===== config.mk =====
export PLATFORM = sky130hd
export DESIGN_NAME = prt_div_cell
export DESIGN_NICKNAME = d
export VERILOG_FILES = /design/src/hdl/point_rotate_translate_project_top_assert.svh /design/src/hdl/prt_pkg.sv /design/src/hdl/prt_div_cell.sv
export SDC_FILE = /design/constraint.sdc
export NUM_CORES = 1
export LEC_CHECK = 0
export BUFFER_PORTS_ARGS = -buffer_cell sky130_fd_sc_hd__buf_2
export CAP_MARGIN = 0
export CORE_MARGIN = 1
export CORE_UTILIZATION = 30
export CTS_CLUSTER_DIAMETER = 60
export CTS_CLUSTER_SIZE = 14
export DETAILED_ROUTE_END_ITERATION = 8
export GPL_TIMING_DRIVEN = 0
export PLACE_DENSITY = 0.62
export SYNTH_ARGS = -nofsm -noshare
export SYNTH_HDL_FRONTEND = slang
export SYNTH_SLANG_ARGS = --single-unit

===== constraint.sdc =====
create_clock -name clk -period 12.7 [get_ports clk]
set_clock_uncertainty 0.05 [all_clocks]
set_input_delay 1.27 -clock clk [delete_from_list [all_inputs] [get_ports clk]]
set_output_delay 1.27 -clock clk [all_outputs]
set_load 0.1 [all_outputs]

===== src/hdl/point_rotate_translate_project_top_assert.svh =====
// ----------------------------------------------------------------------------
// Point rotate/project assertion macros
// Shared concurrent check macros for the point projection pipeline.
// ----------------------------------------------------------------------------
`ifndef POINT_ROTATE_TRANSLATE_PROJECT_TOP_ASSERT_SVH
`define POINT_ROTATE_TRANSLATE_PROJECT_TOP_ASSERT_SVH

// same-cycle implication, sampled on clk, off during reset
`define PRT_ASSERT_NOW(lbl, ante, cons) \
  lbl: assert property (@(posedge clk) disable iff (!rst_n) (ante) |-> (cons)) \
    else $error("point pipeline check failed");

// next-cycle implication, sampled on clk, off during reset
`define PRT_ASSERT_NEXT(lbl, ante, cons) \
  lbl: assert property (@(posedge clk) disable iff (!rst_n) (ante) |=> (cons)) \
    else $error("point pipeline check failed");

`endif


===== src/hdl/prt_pkg.sv =====
// ----------------------------------------------------------------------------
// Point rotate/project package
// Widths, constants and shared types for the point projection pipeline.
// ----------------------------------------------------------------------------
package prt_pkg;

  localparam int FRAC_BITS = 16;
  localparam int TRIG_BITS = 18;
  localparam int TSH       = TRIG_BITS - 2;

  localparam int IN_W   = 32;
  localparam int CFG_W  = 32;
  localparam int ANG_W  = 16;
  localparam int LENS_W = 31;
  localparam int SCR_W  = 16;

  // each rotation stage may grow a coordinate by one bit
  localparam int CW   = IN_W + 3;
  localparam int XW   = CW + 1;                 // after camera subtract
  localparam int DW   = CW + 2;                 // depth
  localparam int PX_W = XW + LENS_W + 1;        // lens * coordinate
  localparam int PD_W = DW + FRAC_BITS + 8;     // scaled depth * screen offset
  localparam int NW   = (PX_W > PD_W ? PX_W : PD_W) + 1;
  localparam int DMW  = DW + FRAC_BITS;         // scaled depth
  localparam int QB   = SCR_W;                  // quotient bits, top one is overflow
  localparam int CMPW = (NW > DMW + QB - 1) ? NW : DMW + QB - 1;

  localparam longint DEPTH_OFS = longint'(256) <<< FRAC_BITS;
  localparam int     SCR_X_OFS = 160;
  localparam int     SCR_Y_OFS = 100;

  localparam logic signed [CFG_W-1:0]  CAM_Z_RST = 32'sd16777216;
  localparam logic        [LENS_W-1:0] LENS_RST  = 31'd16777216;

  localparam logic signed [SCR_W-1:0] SCR_MAX = {1'b0, {(SCR_W-1){1'b1}}};
  localparam logic signed [SCR_W-1:0] SCR_MIN = {1'b1, {(SCR_W-1){1'b0}}};

  // sine polynomial coefficients, Q30
  localparam logic [30:0] QC1 = 31'd1686629713;
  localparam logic [30:0] QC3 = 31'd693598668;
  localparam logic [30:0] QC5 = 31'd85569306;
  localparam logic [30:0] QC7 = 31'd5026995;
  localparam logic [30:0] QC9 = 31'd172272;

  localparam logic signed [TRIG_BITS-1:0] TONE = TRIG_BITS'(1) <<< TSH;

  typedef enum logic [2:0] {
    REG_CAM_X   = 3'd0,
    REG_CAM_Y   = 3'd1,
    REG_CAM_Z   = 3'd2,
    REG_ANGLE_X = 3'd3,
    REG_ANGLE_Y = 3'd4,
    REG_ANGLE_Z = 3'd5,
    REG_LENS    = 3'd6
  } reg_idx_t;

  typedef enum logic [1:0] {
    TRIG_IDLE,
    TRIG_MUL,
    TRIG_ACC
  } trig_state_t;

  typedef struct packed {
    logic signed [TRIG_BITS-1:0] cos_x;
    logic signed [TRIG_BITS-1:0] sin_x;
    logic signed [TRIG_BITS-1:0] cos_y;
    logic signed [TRIG_BITS-1:0] sin_y;
    logic signed [TRIG_BITS-1:0] cos_z;
    logic signed [TRIG_BITS-1:0] sin_z;
  } trig_t;

  typedef struct packed {
    logic signed [CFG_W-1:0] cam_x;
    logic signed [CFG_W-1:0] cam_y;
    logic signed [CFG_W-1:0] cam_z;
    logic        [LENS_W-1:0] lens;
  } cam_t;

  // rotated pair p,q and the untouched coordinate r
  typedef struct packed {
    logic signed [CW-1:0] p;
    logic signed [CW-1:0] q;
    logic signed [CW-1:0] r;
  } rot_t;

  // divider lane pair sharing one divisor
  typedef struct packed {
    logic [CMPW-1:0] nx;
    logic [CMPW-1:0] ny;
    logic [CMPW-1:0] dc;
    logic [QB-1:0]   qx;
    logic [QB-1:0]   qy;
    logic            negx;
    logic            negy;
    logic            zero;
  } div_t;

endpackage


===== src/hdl/prt_div_cell.sv =====
// ----------------------------------------------------------------------------
// Divider cell
// One restoring step for both screen lanes; hands the halved divisor on.
// ----------------------------------------------------------------------------
module prt_div_cell (
  input  logic          clk,
  input  logic          rst_n,
  input  logic          in_valid,
  output logic          in_ready,
  input  prt_pkg::div_t in_data,
  output logic          out_valid,
  input  logic          out_ready,
  output prt_pkg::div_t out_data
);
  import prt_pkg::*;

  logic v_r;
  div_t d_r;
  logic gex, gey;

  // compare against the current divisor weight
  assign gex = (in_data.nx >= in_data.dc);
  assign gey = (in_data.ny >= in_data.dc);

  assign in_ready = !v_r || out_ready;

  always_ff @(posedge clk) begin
    if (!rst_n) v_r <= 1'b0;
    else if (in_ready) v_r <= in_valid;
  end

  always_ff @(posedge clk) begin
    if (in_ready) begin
      d_r.nx   <= gex ? in_data.nx - in_data.dc : in_data.nx;
      d_r.ny   <= gey ? in_data.ny - in_data.dc : in_data.ny;
      d_r.dc   <= in_data.dc >> 1;
      d_r.qx   <= {in_data.qx[QB-2:0], gex};
      d_r.qy   <= {in_data.qy[QB-2:0], gey};
      d_r.negx <= in_data.negx;
      d_r.negy <= in_data.negy;
      d_r.zero <= in_data.zero;
    end
  end

  assign out_valid = v_r;
  assign out_data  = d_r;

endmodule


Yosys cells after proc, flatten, opt, wreduce, memory -nomap -nowiden
Index checks and enable logic that the tools add are counted.
{ "word_totals": {"reg_bits": 242, "in_bits": 246, "output_inout_bits": 244, "wordCells": 17} }
{ "classes": {"add_sub_neg": 2, "order_cmp": 2, "n_mux": 2, "reduce_logical": 2} }
{ "ops": {"columns": ["cell", "count"], "rows": [
  ["69-bit greater-or-equal comparator", 2],
  ["69-bit 2-to-1 mux", 2],
  ["69-bit subtractor", 2],
  ["1-bit zero test", 1],
  ["1-bit logical OR", 1]
]} }

Logic depth before layout (Yosys ltp)
{ "depth": {"word_depth": 2, "ltp_mapped": 16} }

Worst setup path after synthesis
OpenSTA, ideal clock, no wires.
{ "synth_path": {"path_kind": "input to output", "startpoint": "in out_ready", "endpoint": "out in_ready", "arrival_ps": 7749, "t_required_ps": 11380, "slack_ps": 3631, "stages": 1, "path_buffers": 0, "cell_sequence": "nand2b_1"} }
{ "synth_between": {"elab_chain_len": 1} }
{ "synth_lines": {"columns": ["item", "line_no", "source"], "rows": [
  ["start, declared", "prt_div_cell.sv:12", "input logic out_ready,"],
  ["1-bit logical OR", "prt_div_cell.sv:25", "assign in_ready = !v_r || out_ready;"],
  ["end, declared", "prt_div_cell.sv:9", "output logic in_ready,"]
]} }
Every way passes these cells.

Worst setup path in the final report
{ "layout_path": {"startpoint": "in in_data[36] (netlist bit)", "endpoint": "reg d_r, in the netlist out_data[233] (data pin)"} }
{ "layout_between": {"elab_chain_len": 2} }
{ "layout_lines": {"columns": ["item", "line_no", "source"], "rows": [
  ["start, declared", "prt_div_cell.sv:10", "input prt_pkg::div_t in_data,"],
  ["69-bit subtractor / 69-bit greater-or-equal comparator (equally long branches)", "prt_div_cell.sv:34, prt_div_cell.sv:22", null],
  ["69-bit 2-to-1 mux (*)", "prt_div_cell.sv:34", "d_r.nx <= gex ? in_data.nx - in_data.dc : in_data.nx;"],
  ["end, declared", "prt_div_cell.sv:18", "div_t d_r;"]
]} }
Every way passes the cells marked *; elsewhere a longest branch is shown, timed or not.
A chain may end at the register's enable or synchronous reset.

==> impl_results.md <==
* Die X at 243 um
* Final Non-Filler Cells at between 3,000 and 4,000
* Vias in the first global route at 16,100
* CP endpoint kind: flip-flop
* Yosys warns at 0
* Required time worst endpoint at 12.97 ns
* Syn nets at approximately 2,300
* Maxcap violations at 0
* Startpoint Class: input port
* Placed cell area at ~21,000 um^2
* # rows at 87
* Clock buffer depth at 3
* Worst skew pair latency at about 0.58 ns
* Gate count of the mapped netlist at between 1,500 and 2,000
* RePlAce Congestion at about 0.91
* Largest net degree at the start of global routing at 66
* Slew at the pin closest to its max-slew limit at between 1 and 1.5 ns
* Crit Path Max Fanout at 10
* Final #Nets at about 2,800
* Placed instance count at ~3,100
* Data arrival time of the worst path at between 6 and 7 ns
* Flops & latches, synth at ~240
* CTS root buf: clkbuf_16
* Syn avg cell area at 9.32 um^2
* Antenna viol nets, final at 0
* H-tree depth at 1
* Critical path, cell by cell: buf_2 > inv_1 > ha_1 > nor2b_1 > o31a_1 > o311ai_1 > nand3_1 > o211ai_1 > nand3_1 > a21oi_2 > nor2_1 > a41oi_2 > buf_2 > buf_4 > mux2_2
* I/O Buffers at 486
* Reg clk slew, reported paths at roughly 0.070 ns
* Sum Neg Setup Slack at 0 ns
* Status: finished, final reports clean
* Residual overflow from global routing at 0
* Final setup viols at 0
* Total global-route track usage at 0.215
* Layout area overhead at 26.1%
* CTS Sinks at approximately 240
* Max Freq at about 150 MHz
* Period utilization at 0.511
* Post-route cell area at 21,900 um^2
* Tightest Hold Check Type: in2reg
* First-pass GRT wire length at around 98 mm
* Starting Density at 0.306
* DIE AREA at 58,900 um^2
* CP Class: in2reg
* Vias after detailed routing at roughly 17,000
* Fin. Hold Viols at 0
* Leakage at ~10 nW
* Total Wirelength at between 60 and 70 mm
* Vias per cell at roughly 5.2
* IO Count at between 400 and 500
* RSZ-0062 raised after global routing: false
* Asr flop ratio synth at 0
* 1st-pass router iterations at 6
* Crit path max-delay cell type: a41oi_2
* Netlist cell types at 85
* Post-synthesis sequential area ratio at 0.417
* Cts bufs inserted at 31
* Worst hold slack at approximately 0.8 ns
* Setup bufs post-CTS at 0
* Post-cts hold buffer count at 0
* Share of cells above drive strength 1 at 0.253
* DRC Markers at 0
* Ys flop type: edfxtp_1
* Chip height at around 240 um
* Core area at 56,800 um^2
* Minimum clock period at around 6.5 ns
* Worst VDD drop at between 100 and 150 uV
* Relative slew slack at 0.253
* CP max stage delay at between 0.8 and 0.9 ns
* Post-synth EDFFs at 241
* Synthesized cell area at approximately 17,000 um^2
* # resized after CTS at 0
* Initial antenna violation count at 6
* HPWL Detailed at roughly 55 mm
* Power per Cell Area at between 150 and 200 nW/um^2
* Max Slew Vio Count at 0
* CTS tree: done
* DRT iter0 DRCs at ~1,200
* Routed wire length per instance at roughly 21 um
-- placed cells by master, fill, tap and decap left out, drive strengths merged, types with 5 or more instances in the layout --
master,netlist,final
nor2,92,92
or2,6,6
nand4,38,38
nor2b,18,18
o21bai,25,25
a31oi,21,21
a21o,80,80
nand3,36,36
mux2,8,8
a311oi,5,5
nand2,236,236
nor3,21,21
a211o,6,6
a2111oi,6,6
nand2b,12,12
or4,5,5
o211ai,8,8
clkbuf,67,99
a21boi,5,5
xnor2,61,61
edfxtp,241,241
o31ai,7,7
o31a,7,7
a41oi,5,5
o2111ai,5,5
inv,109,111
o21a,16,16
mux2i,5,5
ha,138,138
a211oi,8,8
xor2,64,64
o21ai,216,216
and3,17,17
clkinv,0,15
a31o,5,5
or3,5,5
nor4,11,11
buf,26,515
a21oi,162,162
and2,12,12
-- report_power, final --
group | internal [W] | switching [W] | leakage (nW)
Combinational | 0.000317 | 0.00124 | 6.86
Sequential | 0.00101 | 0.0000325 | 2.53
Clock | 0.000519 | 0.000389 | 0.518
Total | 0.00185 | 0.00167 | 9.91
-- flip-flops by register name (all words and copies together) (netlist names) --
register / count
out_valid: 1
out_data: 241
-- final timing paths --
check | end | depth (start not counted) | slack [ns] | startpoint
worst max register to register | out_data[17]$_DFFE_PP_ | 3 | 10.53 | out_valid$_SDFFE_PN0P_
worst max-delay path | out_data[233]$_DFFE_PP_ | 15 | 6.21 | in_data[36]
worst min-delay path | out_data[14]$_DFFE_PP_ | 1 | 0.81 | in_data[13]
worst min register to register | out_data[101]$_DFFE_PP_ | 1 | 1.16 | out_valid$_SDFFE_PN0P_
-- worst max-delay path, delay by kind of cell --
family	cells	cell delay [ns]
muxes	1	0.40
AOI/OAI and AO/OA	5	2.47
adders and majority gates	1	0.32
and+or+nand+nor	4	0.99
buffers and inverters	4	1.25
-- Yosys cell counts, types with 38 or more instances --
| cell type | number | share of area |
|---|---|---|
| a21o_1 | 80 | 0.035 |
| a21oi_1 | 159 | 0.046 |
| clkbuf_1 | 67 | 0.014 |
| edfxtp_1 | 241 | 0.42 |
| ha_1 | 138 | 0.099 |
| inv_1 | 109 | 0.024 |
| nand2_1 | 235 | 0.051 |
| nand4_1 | 38 | 0.014 |
| nor2_1 | 92 | 0.020 |
| o21ai_0 | 194 | 0.056 |
| xnor2_1 | 61 | 0.031 |
| xor2_1 | 64 | 0.032 |
-- metrics by stage --
step | util | total power [W] | setup slack, ns
floorplan | - | 0.00229 | 3.63
global placement | 0.366 | 0.00262 | 0.343
detailed placement | 0.367 | 0.00261 | 5.60
CTS | 0.386 | 0.00354 | 6.23
global route | 0.386 | 0.00365 | 6.07
finish | 0.386 | 0.00351 | 6.21
-- layer usage --
layer | global-route usage | wire length (um) | vias up | share of wire
met3 | 0.0293 | 3980 | 88 | 0.060
met1 | 0.293 | 30000 | 7902 | 0.45
met2 | 0.357 | 31000 | 592 | 0.47
met4 | 0.0538 | 1450 | 4 | 0.022
li1 | - | - | 7921 | -
met5 | 0 | 27 | - | 0.00041
-- cell families after synthesis --
logic type | synth area share
muxes | 0.00806
AOI/OAI and AO/OA | 0.225
other | 0.000216
adders and majority gates | 0.102
DFF | 0.417
buffers and inverters | 0.0465
and+or+nand+nor | 0.139
xor gates and xnor gates | 0.0629
-- final cells by class --
| type | instances | area [um^2] |
|---|---|---|
| Sequential cell | 242 | 7260 |
| Multi-Input combinational cell | 1422 | 9340 |
| Buffer | 93 | 399 |
| Clock inverter | 20 | 280 |
| Antenna cell | 2 | 5.00 |
| Timing Repair Buffer | 489 | 2510 |
| Clock buffer | 32 | 779 |
| Inverter | 109 | 409 |
| Tap cell | 756 | 946 |
| Fill cell | 5870 | 34900 |
Power figures use the tool's default switching activity.
