`config.mk`:
```
export PLATFORM = sky130hd
export DESIGN_NAME = prt_trig
export DESIGN_NICKNAME = d
export VERILOG_FILES = /design/src/hdl/point_rotate_translate_project_top_assert.svh /design/src/hdl/prt_pkg.sv /design/src/hdl/prt_trig.sv
export SDC_FILE = /design/constraint.sdc
export NUM_CORES = 2
export LEC_CHECK = 0
export ABC_CLOCK_PERIOD_IN_PS = 9150
export BUFFER_PORTS_ARGS = -buffer_cell sky130_fd_sc_hd__buf_4
export CORE_ASPECT_RATIO = 0.8
export CORE_MARGIN = 2
export CORE_UTILIZATION = 60
export CTS_BUF_LIST = sky130_fd_sc_hd__clkbuf_4
export DETAILED_ROUTE_END_ITERATION = 8
export PLACE_DENSITY = 0.87
export SETUP_SLACK_MARGIN = 0.2
export SLEW_MARGIN = 20
export SYNTH_ARGS = -nofsm -noshare
export SYNTH_HDL_FRONTEND = slang
export SYNTH_SLANG_ARGS = --single-unit
export TNS_END_PERCENT = 100
```
`constraint.sdc`:
```
create_clock -name clk -period 9.15 [get_ports clk]
set_clock_uncertainty 0.2 [all_clocks]
set_input_delay 0.4575 -clock clk [delete_from_list [all_inputs] [get_ports clk]]
set_output_delay 0.4575 -clock clk [all_outputs]
set_load 0.01 [all_outputs]
```
`src/hdl/point_rotate_translate_project_top_assert.svh`:
```
// ----------------------------------------------------------------------------
// Point rotate/project assertion macros
// Shared concurrent check macros for the point projection pipeline.
// ----------------------------------------------------------------------------
`ifndef POINT_ROTATE_TRANSLATE_PROJECT_TOP_ASSERT_SVH
`define POINT_ROTATE_TRANSLATE_PROJECT_TOP_ASSERT_SVH

// same-cycle implication, sampled on clk, off during reset
`define PRT_ASSERT_NOW(lbl, ante, cons) \
  lbl: assert property (@(posedge clk) disable iff (!rst_n) (ante) |-> (cons)) \
    else $error("point pipeline check failed");

// next-cycle implication, sampled on clk, off during reset
`define PRT_ASSERT_NEXT(lbl, ante, cons) \
  lbl: assert property (@(posedge clk) disable iff (!rst_n) (ante) |=> (cons)) \
    else $error("point pipeline check failed");

`endif

```
`src/hdl/prt_pkg.sv`:
```
// ----------------------------------------------------------------------------
// Point rotate/project package
// Widths, constants and shared types for the point projection pipeline.
// ----------------------------------------------------------------------------
package prt_pkg;

  localparam int FRAC_BITS = 16;
  localparam int TRIG_BITS = 18;
  localparam int TSH       = TRIG_BITS - 2;

  localparam int IN_W   = 32;
  localparam int CFG_W  = 32;
  localparam int ANG_W  = 16;
  localparam int LENS_W = 31;
  localparam int SCR_W  = 16;

  // each rotation stage may grow a coordinate by one bit
  localparam int CW   = IN_W + 3;
  localparam int XW   = CW + 1;                 // after camera subtract
  localparam int DW   = CW + 2;                 // depth
  localparam int PX_W = XW + LENS_W + 1;        // lens * coordinate
  localparam int PD_W = DW + FRAC_BITS + 8;     // scaled depth * screen offset
  localparam int NW   = (PX_W > PD_W ? PX_W : PD_W) + 1;
  localparam int DMW  = DW + FRAC_BITS;         // scaled depth
  localparam int QB   = SCR_W;                  // quotient bits, top one is overflow
  localparam int CMPW = (NW > DMW + QB - 1) ? NW : DMW + QB - 1;

  localparam longint DEPTH_OFS = longint'(256) <<< FRAC_BITS;
  localparam int     SCR_X_OFS = 160;
  localparam int     SCR_Y_OFS = 100;

  localparam logic signed [CFG_W-1:0]  CAM_Z_RST = 32'sd16777216;
  localparam logic        [LENS_W-1:0] LENS_RST  = 31'd16777216;

  localparam logic signed [SCR_W-1:0] SCR_MAX = {1'b0, {(SCR_W-1){1'b1}}};
  localparam logic signed [SCR_W-1:0] SCR_MIN = {1'b1, {(SCR_W-1){1'b0}}};

  // sine polynomial coefficients, Q30
  localparam logic [30:0] QC1 = 31'd1686629713;
  localparam logic [30:0] QC3 = 31'd693598668;
  localparam logic [30:0] QC5 = 31'd85569306;
  localparam logic [30:0] QC7 = 31'd5026995;
  localparam logic [30:0] QC9 = 31'd172272;

  localparam logic signed [TRIG_BITS-1:0] TONE = TRIG_BITS'(1) <<< TSH;

  typedef enum logic [2:0] {
    REG_CAM_X   = 3'd0,
    REG_CAM_Y   = 3'd1,
    REG_CAM_Z   = 3'd2,
    REG_ANGLE_X = 3'd3,
    REG_ANGLE_Y = 3'd4,
    REG_ANGLE_Z = 3'd5,
    REG_LENS    = 3'd6
  } reg_idx_t;

  typedef enum logic [1:0] {
    TRIG_IDLE,
    TRIG_MUL,
    TRIG_ACC
  } trig_state_t;

  typedef struct packed {
    logic signed [TRIG_BITS-1:0] cos_x;
    logic signed [TRIG_BITS-1:0] sin_x;
    logic signed [TRIG_BITS-1:0] cos_y;
    logic signed [TRIG_BITS-1:0] sin_y;
    logic signed [TRIG_BITS-1:0] cos_z;
    logic signed [TRIG_BITS-1:0] sin_z;
  } trig_t;

  typedef struct packed {
    logic signed [CFG_W-1:0] cam_x;
    logic signed [CFG_W-1:0] cam_y;
    logic signed [CFG_W-1:0] cam_z;
    logic        [LENS_W-1:0] lens;
  } cam_t;

  // rotated pair p,q and the untouched coordinate r
  typedef struct packed {
    logic signed [CW-1:0] p;
    logic signed [CW-1:0] q;
    logic signed [CW-1:0] r;
  } rot_t;

  // divider lane pair sharing one divisor
  typedef struct packed {
    logic [CMPW-1:0] nx;
    logic [CMPW-1:0] ny;
    logic [CMPW-1:0] dc;
    logic [QB-1:0]   qx;
    logic [QB-1:0]   qy;
    logic            negx;
    logic            negy;
    logic            zero;
  } div_t;

endpackage

```
`src/hdl/prt_trig.sv`:
```
// ----------------------------------------------------------------------------
// Trig table sequencer
// Rebuilds the six sine/cosine words with one shared multiplier.
// ----------------------------------------------------------------------------
module prt_trig (
  input  logic                      clk,
  input  logic                      rst_n,
  input  logic                      start,
  input  logic [prt_pkg::ANG_W-1:0] angle_x,
  input  logic [prt_pkg::ANG_W-1:0] angle_y,
  input  logic [prt_pkg::ANG_W-1:0] angle_z,
  output logic                      busy,
  output prt_pkg::trig_t            trig
);
  import prt_pkg::*;

  localparam logic [2:0] STEP_SQ   = 3'd0;
  localparam logic [2:0] STEP_C9   = 3'd1;
  localparam logic [2:0] STEP_C5   = 3'd2;
  localparam logic [2:0] STEP_C3   = 3'd3;
  localparam logic [2:0] STEP_LAST = 3'd5;
  localparam logic [2:0] IDX_LAST  = 3'd5;

  trig_state_t state_r, state_nxt;
  logic [2:0]  idx_r, step_r;
  logic [29:0] x2_r;
  logic [30:0] t_r;
  logic [60:0] prod_r;
  logic signed [TRIG_BITS-1:0] trig_r [6];

  logic              mul_en, acc_en;
  logic [ANG_W-1:0]  ang, ph;
  logic [14:0]       k;
  logic [29:0]       xq;
  logic [29:0]       mul_a;
  logic [30:0]       mul_b;
  logic [30:0]       shr;
  logic [30:0]       coef;
  logic [31:0]       yr;
  logic [TRIG_BITS-1:0] ys, v;
  logic signed [TRIG_BITS-1:0] res;

  // phase of the entry in work: even entries are cosines
  always_comb begin
    case (idx_r[2:1])
      2'd0:    ang = angle_x;
      2'd1:    ang = angle_y;
      default: ang = angle_z;
    endcase
    ph = idx_r[0] ? ang : ang + ANG_W'(16384);
    k  = ph[14] ? (15'd16384 - {1'b0, ph[13:0]}) : {1'b0, ph[13:0]};
    xq = {k[13:0], 16'b0};
  end

  // shared multiplier operands
  always_comb begin
    mul_a = (step_r == STEP_SQ || step_r == STEP_LAST) ? xq : x2_r;
    case (step_r)
      STEP_SQ: mul_b = {1'b0, xq};
      STEP_C9: mul_b = QC9;
      default: mul_b = t_r;
    endcase
    shr = prod_r[60:30];
    case (step_r)
      STEP_C9: coef = QC7;
      STEP_C5: coef = QC5;
      STEP_C3: coef = QC3;
      default: coef = QC1;
    endcase
  end

  // final round, cap at one and quadrant sign
  always_comb begin
    yr  = {1'b0, shr} + (32'd1 << (31 - TRIG_BITS));
    ys  = yr[31 -: TRIG_BITS];
    v   = (k[14] || ys > TRIG_BITS'(TONE)) ? TRIG_BITS'(TONE) : ys;
    res = ph[15] ? -$signed(v) : $signed(v);
  end

  // next state
  always_comb begin
    state_nxt = state_r;
    case (state_r)
      TRIG_IDLE: state_nxt = TRIG_IDLE;
      TRIG_MUL:  state_nxt = TRIG_ACC;
      TRIG_ACC: begin
        if (step_r == STEP_LAST && idx_r == IDX_LAST) state_nxt = TRIG_IDLE;
        else state_nxt = TRIG_MUL;
      end
      default:   state_nxt = TRIG_IDLE;
    endcase
    if (start) state_nxt = TRIG_MUL;
  end

  // state outputs
  always_comb begin
    busy   = (state_r != TRIG_IDLE);
    mul_en = (state_r == TRIG_MUL);
    acc_en = (state_r == TRIG_ACC);
  end

  // sequence control
  always_ff @(posedge clk) begin
    if (!rst_n) begin
      state_r <= TRIG_IDLE;
      idx_r   <= '0;
      step_r  <= '0;
    end else begin
      state_r <= state_nxt;
      if (start) begin
        idx_r  <= '0;
        step_r <= '0;
      end else if (acc_en) begin
        if (step_r == STEP_LAST) begin
          step_r <= '0;
          idx_r  <= idx_r + 3'd1;
        end else begin
          step_r <= step_r + 3'd1;
        end
      end
    end
  end

  // polynomial datapath
  always_ff @(posedge clk) begin
    if (mul_en) prod_r <= 61'(mul_a) * 61'(mul_b);
    if (acc_en && step_r == STEP_SQ) x2_r <= prod_r[59:30];
    if (acc_en && step_r != STEP_SQ && step_r != STEP_LAST) t_r <= coef - shr;
  end

  // trig words: cosines one, sines zero after reset
  always_ff @(posedge clk) begin
    if (!rst_n) begin
      for (int i = 0; i < 6; i++) trig_r[i] <= (i % 2 == 0) ? TONE : '0;
    end else if (acc_en && !start && step_r == STEP_LAST) begin
      trig_r[idx_r] <= res;
    end
  end

  assign trig.cos_x = trig_r[0];
  assign trig.sin_x = trig_r[1];
  assign trig.cos_y = trig_r[2];
  assign trig.sin_y = trig_r[3];
  assign trig.cos_z = trig_r[4];
  assign trig.sin_z = trig_r[5];

endmodule

```
* Word-level counts from Yosys, hierarchy flattened
Memory sizes are Yosys's and may differ from the RTL's. Index checks and enable logic that the tools add are counted.
Operators by class: multipliers 1, add/subtract/negate cells 7, reductions and logical operators 16, bitwise gates (word level) 1, equality and inequality tests 9, order comparisons 1, multiplexer cells 19
Operators by type and width (count):
- case mux 31 bit (3 select lines) | 1
- case mux 31 bit (2 select lines) | 1
- multiplier 30 x 31 -> 61 bit | 1
- 2-to-1 mux 18 bit | 3
- adder 31 x 14 -> 32 bit, second input constant | 1
- case mux 16 bit (2 select lines) | 1
- subtractor 31 bit | 1
- 2-to-1 mux 30 bit | 1
- greater-than comparator 18 x 17 -> 1 bit, second input constant | 1
- negator 18 bit | 1
- OR reduction 18 bit | 1
- adder 16 x 15 -> 16 bit, second input constant | 1
- 2-to-1 mux 16 bit | 1
- 2-to-1 mux 15 bit | 1
- subtractor 15 x 14 -> 15 bit, first input constant | 1
- 2-to-1 mux 1 bit | 7
- adder 3 x 1 -> 3 bit, second input constant | 2
- == test 3 x 2 -> 1 bit, second input constant | 2
- == test 3 bit, second input constant | 2
- logical AND 1 bit | 6
- 2-to-1 mux 3 bit | 2
- == test 2 x 1 -> 1 bit, second input constant | 2
- case mux 2 bit (2 select lines) | 1
- == test 3 x 1 -> 1 bit, second input constant | 1
- 11 further kinds | 12
Storage, ports and cells: input bits 51, bits in registers 130, word-level logic and storage cells 62, bits in writable memories 108, memories 1, output and inout port bits 109
Memories:
- trig_r | depth 6, bits a word 18, rd ports 6, clocked after memory_dff 0, wr ports 6, line prt_trig.sv:29 | logic signed [TRIG_BITS-1:0] trig_r [6];

* Logic depth before layout (Yosys ltp)
depth after elaboration 11, gate-level depth with buffers 39, mapped depth without buffers 36

* Least setup slack after synthesis
Ideal clock, no wire load.
kind reg2reg, start register idx_r[1], end register prod_r[47], data pin, data required time 8684 ps, path buffers 3, stages on the path, launching flop included 35, path slack -151 ps, setup time 266 ps, data arrival time 8835 ps, cell sequence dfxtp_1 -> buf_2 -> mux2i_1 -> nor2_1 -> a21oi_1 -> xor2_1 -> clkbuf_1 -> nor2b_1 -> xnor2_1 -> a22oi_1 -> clkbuf_1 -> nor2_1 -> fa_1 -> fa_1 -> inv_1 -> fa_1 -> fa_1 -> inv_1 -> fa_1 -> fa_1 -> fa_1 -> inv_1 -> fa_1 -> inv_1 -> ha_1 -> a21o_1 -> a221o_1 -> a21oi_1 -> o22a_1 -> nand3b_1 -> a21oi_1 -> o21bai_1 -> a31oi_1 -> o221ai_1 -> xor2_1
On the way: word-level cells in the longest chain between the ends 8, elaborated cells between the ends (all ways) 10, those cells by class add/sub: 2; mul: 1; eq/ne: 1; mux: 5; reduce/logical: 1
Ends and longest elaborated chain:
- start: declaration | line prt_trig.sv:25 | logic [2:0] idx_r, step_r;
- start signal: assignment | line prt_trig.sv:116 | idx_r <= idx_r + 3'd1;
- == test 2 x 1 -> 1 bit / logical NOT 2 bit (equally long branches) | line prt_trig.sv:45 | case (idx_r[2:1])
- case mux 16 bit (2 select lines) * | line prt_trig.sv:45
- adder 16 x 15 -> 16 bit | line prt_trig.sv:50 | ph = idx_r[0] ? ang : ang + ANG_W'(16384);
- 2-to-1 mux 16 bit * | line prt_trig.sv:50
- subtractor 15 x 14 -> 15 bit | line prt_trig.sv:51 | k = ph[14] ? (15'd16384 - {1'b0, ph[13:0]}) : {1'b0, ph[13:0]};
- 2-to-1 mux 15 bit * | line prt_trig.sv:51
- case mux 31 bit (2 select lines) / 2-to-1 mux 30 bit (equally long branches) | line prt_trig.sv:58, prt_trig.sv:57
- multiplier 30 x 31 -> 61 bit * | line prt_trig.sv:126 | if (mul_en) prod_r <= 61'(mul_a) * 61'(mul_b);
- end signal: assignment | line prt_trig.sv:126
- end: declaration | line prt_trig.sv:28 | logic [60:0] prod_r;
Mark *: on every way between the ends. The rest lies on a longest branch, timed or not. A chain may end at the register's enable or synchronous reset.

* Worst setup path in the final report
start register idx_r[1], end register prod_r[59], data pin
The elaborated chain is that of the path after synthesis.

==> key figures <==
Run status
  – Outcome: complete, but fails checks
  – Failing checks: design-rule violations, negative setup slack

Power
  – Maximum VDD drop: 0.927 mV
  – Cell Int Power: 0.00663 W
  – Comb pwr share: 0.804
  – Switching Fraction: 0.499
  – Power Density: 282 nW/µm²
  – Clock power frac: 0.071
  – Psw: 0.00661 W
  – Leak Pwr: 24.0 nW
  – Pwr Total: approximately 0.013 W
  – Sequential Power Share: 0.125

Global route
  – Overflow after GRT: 0
  – Total Routing Usage GR: 0.421
  – Initial antenna violation count: 7
  – Vias in the first global route: 35,818
  – First-pass GRT wire length: 208,000 µm
  – Largest net degree at the start of global routing: 41

Yosys
  – Synth warn: 0
  – Top FF cell, synth: edfxtp_1
  – Asr flop ratio synth: 0
  – Synth Cell Area: 39,000 µm²
  – Library cells used by synthesis: between 70 and 80
  – Synth Area per Inst: 9.14 µm²
  – Cells after synthesis: roughly 4,300
  – Syn Nets: 5,408
  – #FFs+latches synth: 208
  – Number of flops mapped to enable cells by yosys: 200
  – Seq/Total Area, Yosys: 0.158

Finish
  – Final Core Density: 0.731
  – Layout cell share with drive strength beyond 1: 0.205
  – Finished Layout Cells: 5,709
  – Nets: 5,948
  – Area Growth Syn to Fin: 20.5%

Clock network
  – Clock Path Buffers: 3
  – H-tree depth: 2
  – Clock transition at path regs: around 90 ps
  – Latest clock arrival within the worst-skew pair: 830 ps
  – Root buf cell: clkbuf_4
  – CTS tree: done
  – Total CTS buffers: 55
  – Total clock sinks: 208

Timing
  – Final WS setup: -688 ps
  – Final Hold Viols: 0
  – Fin. max-slew vios: 0
  – Unrepaired setup endpoints after global routing: yes
  – Fin crit share: 1.08
  – Maximum clock rate: between 100 and 150 MHz
  – Setup violations, final: 30
  – Worst Tran Pin Value: around 940 ps
  – Worst slew margin: 0.373
  – Minimum clock period: 9840 ps

Route
  – DR vias: 34,434
  – Met2 WL: a little over 60,000 µm
  – WL met3: 21,600 µm
  – Vias/cell: about 6
  – Drt first pass iters: 9
  – Final ANT Viol Nets: 0
  – DR DRC count: 11
  – Met1 wire length: 47,500 µm
  – DRT Wirelength: 141,000 µm
  – Uppermost layer routed: met5
  – Wire per inst: approximately 25 µm
  – Detailed Route Iter0 Violations: 4,335

Worst setup path
  – Type of origin of the critical path: flip-flop
  – CP max FO: 9
  – Worst reg2reg setup slack: -690 ps
  – Slowest Stage Delay on Critical Path: around 620 ps
  – Worst setup EP type: flip-flop
  – Arrival @ worst endpoint: 10,270 ps
  – Crit path buffers/inverters: 13
  – CP max stage cell: fa_2
  – Critical path required time: approximately 9600 ps
  – Worst path top cell family by delay: adder cells
  – Critical path type: reg -> reg

Die
  – Die ar.: 67,100 µm²
  – Die height: 232 µm
  – CORE AREA: 64,300 µm²
  – I/O Pins: 160
  – Die Wd: 289 µm
  – Rows: 83
  – Starting Density: 0.607

Placement
  – Post-Place Cells: approximately 5,500
  – Dpl ws: -831 ps
  – GPL Wtd Cong: 1.06
  – Input/output buffers: between 150 and 200
  – Post-DP HPWL: approximately 110,000 µm

Min path
  – HP Class: in -> reg

Job
  – Max-cap check violation count: 0
==> cells in the mapped netlist, types with 3 or more instances <==
cell type | instances | area share
o21bai_1 | 3 | 0.00058
xor2_1 | 30 | 0.0067
nand2_1 | 696 | 0.067
or3_1 | 5 | 0.00080
nor2b_1 | 27 | 0.0043
o211ai_1 | 4 | 0.00077
o21ai_1 | 10 | 0.0013
and2_1 | 29 | 0.0046
buf_6 | 4 | 0.0012
a21oi_2 | 4 | 0.00090
or2_2 | 13 | 0.0021
nor2_1 | 539 | 0.052
xnor2_1 | 81 | 0.018
nand2b_1 | 14 | 0.0022
a211oi_1 | 5 | 0.00096
nor3_1 | 19 | 0.0024
mux2i_1 | 31 | 0.0080
a22o_1 | 13 | 0.0029
o31ai_1 | 4 | 0.00077
o21ai_0 | 38 | 0.0049
a31oi_1 | 10 | 0.0016
inv_1 | 945 | 0.091
mux2_2 | 3 | 0.00087
a22oi_1 | 13 | 0.0025
nand3b_1 | 4 | 0.00077
dfxtp_1 | 8 | 0.0041
a21oi_1 | 80 | 0.010
nand3_1 | 31 | 0.0040
a311oi_1 | 3 | 0.00067
clkbuf_1 | 170 | 0.016
buf_1 | 13 | 0.0013
o21a_1 | 6 | 0.0012
ha_1 | 282 | 0.090
edfxtp_1 | 200 | 0.15
buf_2 | 6 | 0.00077
a21o_1 | 34 | 0.0065
nor3b_1 | 3 | 0.00058
and3_1 | 8 | 0.0013
o22a_1 | 3 | 0.00067
and2_0 | 3 | 0.00048
a21boi_0 | 7 | 0.0013
inv_2 | 3 | 0.00029
fa_1 | 808 | 0.41
nand4_1 | 14 | 0.0022
==> tightest hold or removal path: cells and delay by family <==
kind | cells | cell delay [ps]
buf+inv | 2 | 370
compound gates | 1 | 90
==> registers in the layout, indices dropped and copies added, names as in the netlist <==
register	count
x2_r	30
state_r	2
prod_r	31
t_r	31
idx_r	3
trig_r	108
step_r	3
==> final cells by class <==
class / count / area, µm²
Timing Repair Buffer: 677 / 5870
Fill cell: 4200 / 17300
Sequential cell: 208 / 6170
Inverter: 948 / 3560
Clock buffer: 82 / 616
Tap cell: 850 / 1060
Clock inverter: 20 / 155
Multi-Input combinational cell: 2917 / 29600
Antenna cell: 7 / 17.5
==> placed cells by master, fill, tap and decap left out, types with 27 or more instances in the layout <==
cell / count
inv_1: 928
nand2_1: 671
buf_12: 45
edfxtp_1: 200
buf_6: 48
nor2_1: 517
fa_1: 790
xnor2_1: 72
ha_1: 275
buf_4: 577
a21oi_1: 65
a21o_1: 34
and2_1: 27
clkbuf_4: 82
==> timing repair <==
action                                  CTS  global route
endpoints found under the setup margin   30            31
hold buffers                              2             0
resized for setup                       186           103
pin swaps                               112            89
endpoints found under the hold margin     1             0
setup buffers                            84            22
==> path summary, 6_finish.rpt <==
| check | to | cells past startpoint | startpoint |
|---|---|---|---|
| setup / recovery | prod_r[59] | 39 | idx_r[1] |
| hold / removal | trig_r[5][2] | 3 | rst_n |
| setup reg to reg | prod_r[59] | 39 | idx_r[1] |
| hold reg to reg | x2_r[11] | 0 | prod_r[41] |
==> layer usage <==
layer,track usage,up-vias
li1,-,13849
met1,0.524,16756
met2,0.636,2986
met3,0.161,841
met4,0.227,2
met5,0,-
==> power groups by stage <==
stage               registers, W  logic (W)  clock network [W]
floorplan                0.00155    0.00556                  0
global placement         0.00164    0.00845                  0
detailed placement       0.00165    0.00874                  0
CTS                      0.00163    0.00934           0.000911
global route             0.00165     0.0114           0.000966
finish                   0.00165     0.0106           0.000945
==> per-stage QoR <==
step	hold WS (ps)	area, µm²	setup TNS [ps]
global placement	232	44100	-8890
global route	98.2	47000	-21050
detailed placement	239	44100	-14850
CTS	70.3	46300	-1800
floorplan	221	39200	0
finish	100	47000	-15120
==> cell families after synthesis <==
group,count (synthesis),share of synthesized area
buf+inv,1142,0.111
flops,208,0.158
compound gates,262,0.0442
fa+ha+maj,1090,0.505
xor+xnor,112,0.0253
mux,34,0.00882
simple gates,1419,0.148
No activity file was read; power rests on OpenSTA's default activity.
